### src/hdl/tbp_ram.sv
`timescale 1ns / 1ps

// Simple dual-port RAM: one write port, one read port with registered data.
module tbp_ram #(
    parameter int WIDTH = 2,
    parameter int DEPTH = 1024
) (
    input  logic                     i_clk,
    input  logic                     i_we,
    input  logic [$clog2(DEPTH)-1:0] i_waddr,
    input  logic [WIDTH-1:0]         i_wdata,
    input  logic [$clog2(DEPTH)-1:0] i_raddr,
    output logic [WIDTH-1:0]         o_rdata
);

    logic [WIDTH-1:0] r_mem [DEPTH];
    logic [WIDTH-1:0] r_rdata;

    // A read at the address being written returns the old contents.
    always_ff @(posedge i_clk) begin
        if (i_we) begin
            r_mem[i_waddr] <= i_wdata;
        end
        r_rdata <= r_mem[i_raddr];
    end

    assign o_rdata = r_rdata;

endmodule

### config.mk
export PLATFORM = sky130hd
export DESIGN_NAME = tbp_ram
export DESIGN_NICKNAME = d
export VERILOG_FILES = /design/src/hdl/tbp_ram.sv
export SDC_FILE = /design/constraint.sdc
export NUM_CORES = 2
export LEC_CHECK = 0
export BUFFER_PORTS_ARGS = -buffer_cell sky130_fd_sc_hd__buf_2
export CORE_MARGIN = 5
export CORE_UTILIZATION = 35
export CTS_CLUSTER_SIZE = 24
export DETAILED_ROUTE_END_ITERATION = 16
export PLACE_DENSITY = 0.48
export SETUP_SLACK_MARGIN = 0.4
export SYNTH_ARGS = -nofsm -noshare
export SYNTH_HDL_FRONTEND = slang
export SYNTH_SLANG_ARGS = --single-unit
export TNS_END_PERCENT = 20
### constraint.sdc
create_clock -name i_clk -period 5.1 [get_ports i_clk]
set_clock_uncertainty 0.2 [all_clocks]
set_input_delay 0 -clock i_clk [delete_from_list [all_inputs] [get_ports i_clk]]
set_output_delay 0 -clock i_clk [all_outputs]
set_load 0.05 [all_outputs]
==> run_results.csv <==
group,metric,value,unit
layout,areaGrowthSynthToFinish,13.9,%
sta,finalCriticalPeriod,4.03,ns
routing,drt_iter0_drc,5129,
synth,post_synth_mux_area_share,14.7,%
place,dp_hpwl,147,mm
floorplanning,fp.dieArea,249000,µm²
grt,grt_antenna_before_repair,26,
synth,sequential_area_share_after_synthesis,73.5,%
grt,grt_total_ovfl,0,
synth,synth_xor_xnor_area_share,0,%
sta,maxClockFrequency,248,MHz
floorplanning,io_pins,26,
pwr,powerDensity,378,nW/µm²
synth,post_synthesis_compound_gate_area_fraction,2.98,%
layout,finalInstanceArea,95400,µm²
place,placed_cell_area,88100,µm²
synth,yosysWarnings,0,
pwr,share_clk_of_total_power,43.4,%
sta,timing.max_slew.rel_slack,9.74,%
setup_path,crit_path_end_kind,"flip-flop",
sta,finalSetupViolCount,0,
clocking,post_cts.resized_instances,0,
layout,fillerInstances,21621,
routing,detail_routed_net_length_per_standard_cell,31.3,µm
pwr,total_leakage_power,28.8,nW
place,numPlacedInstances,7780,
layout,post_route_cells_drive_above_1_share,20.2,%
place,finalWeightedCongestion,0.781,
clocking,ctsRootBufferMaster,"clkbuf_16",
floorplanning,start_util,35.2,%
floorplanning,row_count,179,
clocking,clkSinkCount,2050,
routing,drt.antenna.violating_nets,0,
grt,grt_util_all_layers,20.3,%
pwr,combinational_cell_fraction_of_total_power,5.2,%
routing,drtPass1Iterations,5,
clocking,clock_tree.buffer_depth,3,
pwr,max-vdd-ir-drop,0.000347,V
grt,grt_first_pass_wirelength,363,mm
run,max_cap_viol_count,0,
pwr,power.internal,28.1,mW
floorplanning,die_extent_in_x,499,µm
clocking,tritoncts,"yes",
clocking,clkSlewWorstSetupHoldPaths,0.06,ns
sta,timing.final.hold_violations,0,
pwr,power.share.sequential,51.4,%
sta,setup_total_negative_slack,0,ns
routing,vias,45775,
sta,rsz0062_at_grt,"false",
clocking,tritoncts.num_buffers,215,
layout,final_cell_count_no_fill,8217,
routing,via_per_inst,5.57,
place,placement.io_buffers,25,
synth,synth-edff-count,2048,
floorplanning,die-height,499,µm
floorplanning,core,238000,µm²
grt,grt_max_degree,193,
clocking,worstSkewPairLatency,0.86,ns
setup_path,timing.critical_path.arrival,4.61,ns
synth,ys_seq_elements,2050,
worst_hold_path,worst_hold_path_class,"in2reg",
synth,syn_nets,4817,
setup_path,path_max_fanout,82,
routing,detailed_route_wl,257,mm
synth,synthArstFlopShare,0,%
clocking,cts.htree.levels,4,
synth,synth_flop_cell,"edfxtp_1",
layout,postLayoutCoreUtil,40.1,%
sta,tightest_slew,1.35,ns
grt,first_global_vias,47277,
synth,synth-adder-area-share,0,%
pwr,switching_share,22.0,%
synth,yosysUniqueCellTypes,66,
synth,avg_inst_size_synth,17.5,µm²
pwr,total_switching_power,7.94,mW
layout,design.final.nets,4884,
synth,synthesized_netlist_cell_count,4793,
setup_path,critPathLaunchType,"input port",
outcome,run_status,"completed",
setup_path,criticalPathCategory,"in2reg",
routing,post-route-drc-count,0,
synth,synth_simple_gate_area_share,6.40,%
sta,slew_viol_final,0,
synth,netlist_area,83800,µm²
sta,min_period_over_period,79.0,%
synth,synth_top_family_by_area,"multiplexers",
setup_path,cp.required,5.68,ns
-- routing by layer --
layer | wire length, µm | share of wire (%) | global-route usage, % | vias up
met5 | 0 | 0 | 0 | -
met4 | 5070 | 2.0 | 4.47 | 0
met3 | 17200 | 6.7 | 3.46 | 312
met2 | 124000 | 48 | 33.3 | 1655
met1 | 110000 | 43 | 28.6 | 24713
li1 | - | - | - | 19095
-- power by group through the flow --
| stage | registers (mW) | clock network (mW) | logic (mW) |
|---|---|---|---|
| finish | 18.6 | 15.7 | 1.88 |
| global route | 18.5 | 16.7 | 1.98 |
| CTS | 18.6 | 16.0 | 1.90 |
| detailed placement | 18.9 | 0 | 1.88 |
| global placement | 18.9 | 0 | 1.88 |
| floorplan | 18.9 | 0 | 0.968 |
-- layout by cell type (no fill, tap or decap), types with 8 or more instances in the layout --
master and count:
nand3_4 24, mux2_2 8, buf_2 18, mux2i_1 205, nand2_1 90, nor2_1 1051, clkinv_2 29, clkbuf_16 218
mux4_2 449, nor4_1 9, o22ai_1 45, buf_4 159, and3_1 8, a21oi_1 70, dlygate4sd3_1 30, o21ai_0 36
nand3_1 15, nand4_1 13, bufinv_16 23, edfxtp_1 2048, clkbuf_1 49, nor3_1 44, o221ai_1 82, a22oi_1 45
clkinv_1 64, buf_12 35, nor2b_1 8, a221oi_1 13, a22o_1 13, a211oi_1 13
-- kinds of logic after synthesis --
kind of cell	after synthesis
flops	2050
buf+inv	402
simple gates	1324
compound gates	353
mux	664
-- Yosys cell counts, types with 36 or more instances --
cell | instances | area, µm²
nand3_1 | 39 | 195
mux4_2 | 449 | 10100
o22ai_1 | 45 | 282
o221ai_1 | 82 | 718
clkbuf_1 | 239 | 897
o21ai_0 | 36 | 180
a22oi_1 | 45 | 338
edfxtp_1 | 2048 | 61500
nor2_1 | 1054 | 3960
a21oi_1 | 70 | 350
buf_1 | 54 | 203
nand2_1 | 96 | 360
nor3_1 | 45 | 225
mux2i_1 | 205 | 2050
-- per-stage QoR --
stage	worst slack (ns)	power (mW)	hold WS, ns
final	1.07	36.1	0.0585
after CTS	1.06	36.4	0.00261
after global placement	0.659	20.8	0.328
after floorplan	2.54	19.9	-0.101
after detailed placement	0.686	20.8	0.329
after global routing	0.787	37.2	0.0658
-- final timing paths --
| path | start | end | slack, ns | cells after the start |
|---|---|---|---|---|
| setup / recovery | i_raddr[1] | o_rdata[0]$_DFF_P_ | 1.07 | 11 |
| hold reg to reg | r_mem[514][1]$_DFFE_PP_ | o_rdata[1]$_DFF_P_ | 1.09 | 7 |
| setup reg to reg | r_mem[973][0]$_DFFE_PP_ | o_rdata[0]$_DFF_P_ | 1.31 | 9 |
| hold / removal | i_raddr[9] | o_rdata[1]$_DFF_P_ | 0.06 | 7 |
-- critical path, stage by stage --
cell and delay [ns]:
buf_8 0.30, nand2b_4 0.59, buf_4 0.39, o221ai_1 0.30, o22ai_1 0.13, o21ai_0 1.03
o221ai_1 0.28, o21a_1 0.35, or3_1 0.40, nand4_1 0.09, dlygate4sd3_1 0.55
-- state kept, by name (all words and copies together), names as in the netlist --
name,flops
r_mem,2048
o_rdata,2
-- cell type report --
cell class | count | area, µm² | area share [%]
flip-flops and latches | 2050 | 61500 | 64.5
repair buffers | 246 | 2340 | 2.46
inverters | 6 | 27.5 | 0.0288
diodes | 4 | 10.0 | 0.0105
multi-input cells | 2341 | 20600 | 21.5
clock inverters | 136 | 1340 | 1.40
well taps | 3167 | 3960 | 4.15
clock buffers | 267 | 5640 | 5.91
-- what timing repair did --
action | in CTS | in global routing
setup buffers | 0 | 0
hold endpoints to repair | 2339 | 0
hold buffers | 30 | 0
(Power assumes the default switching activity.)
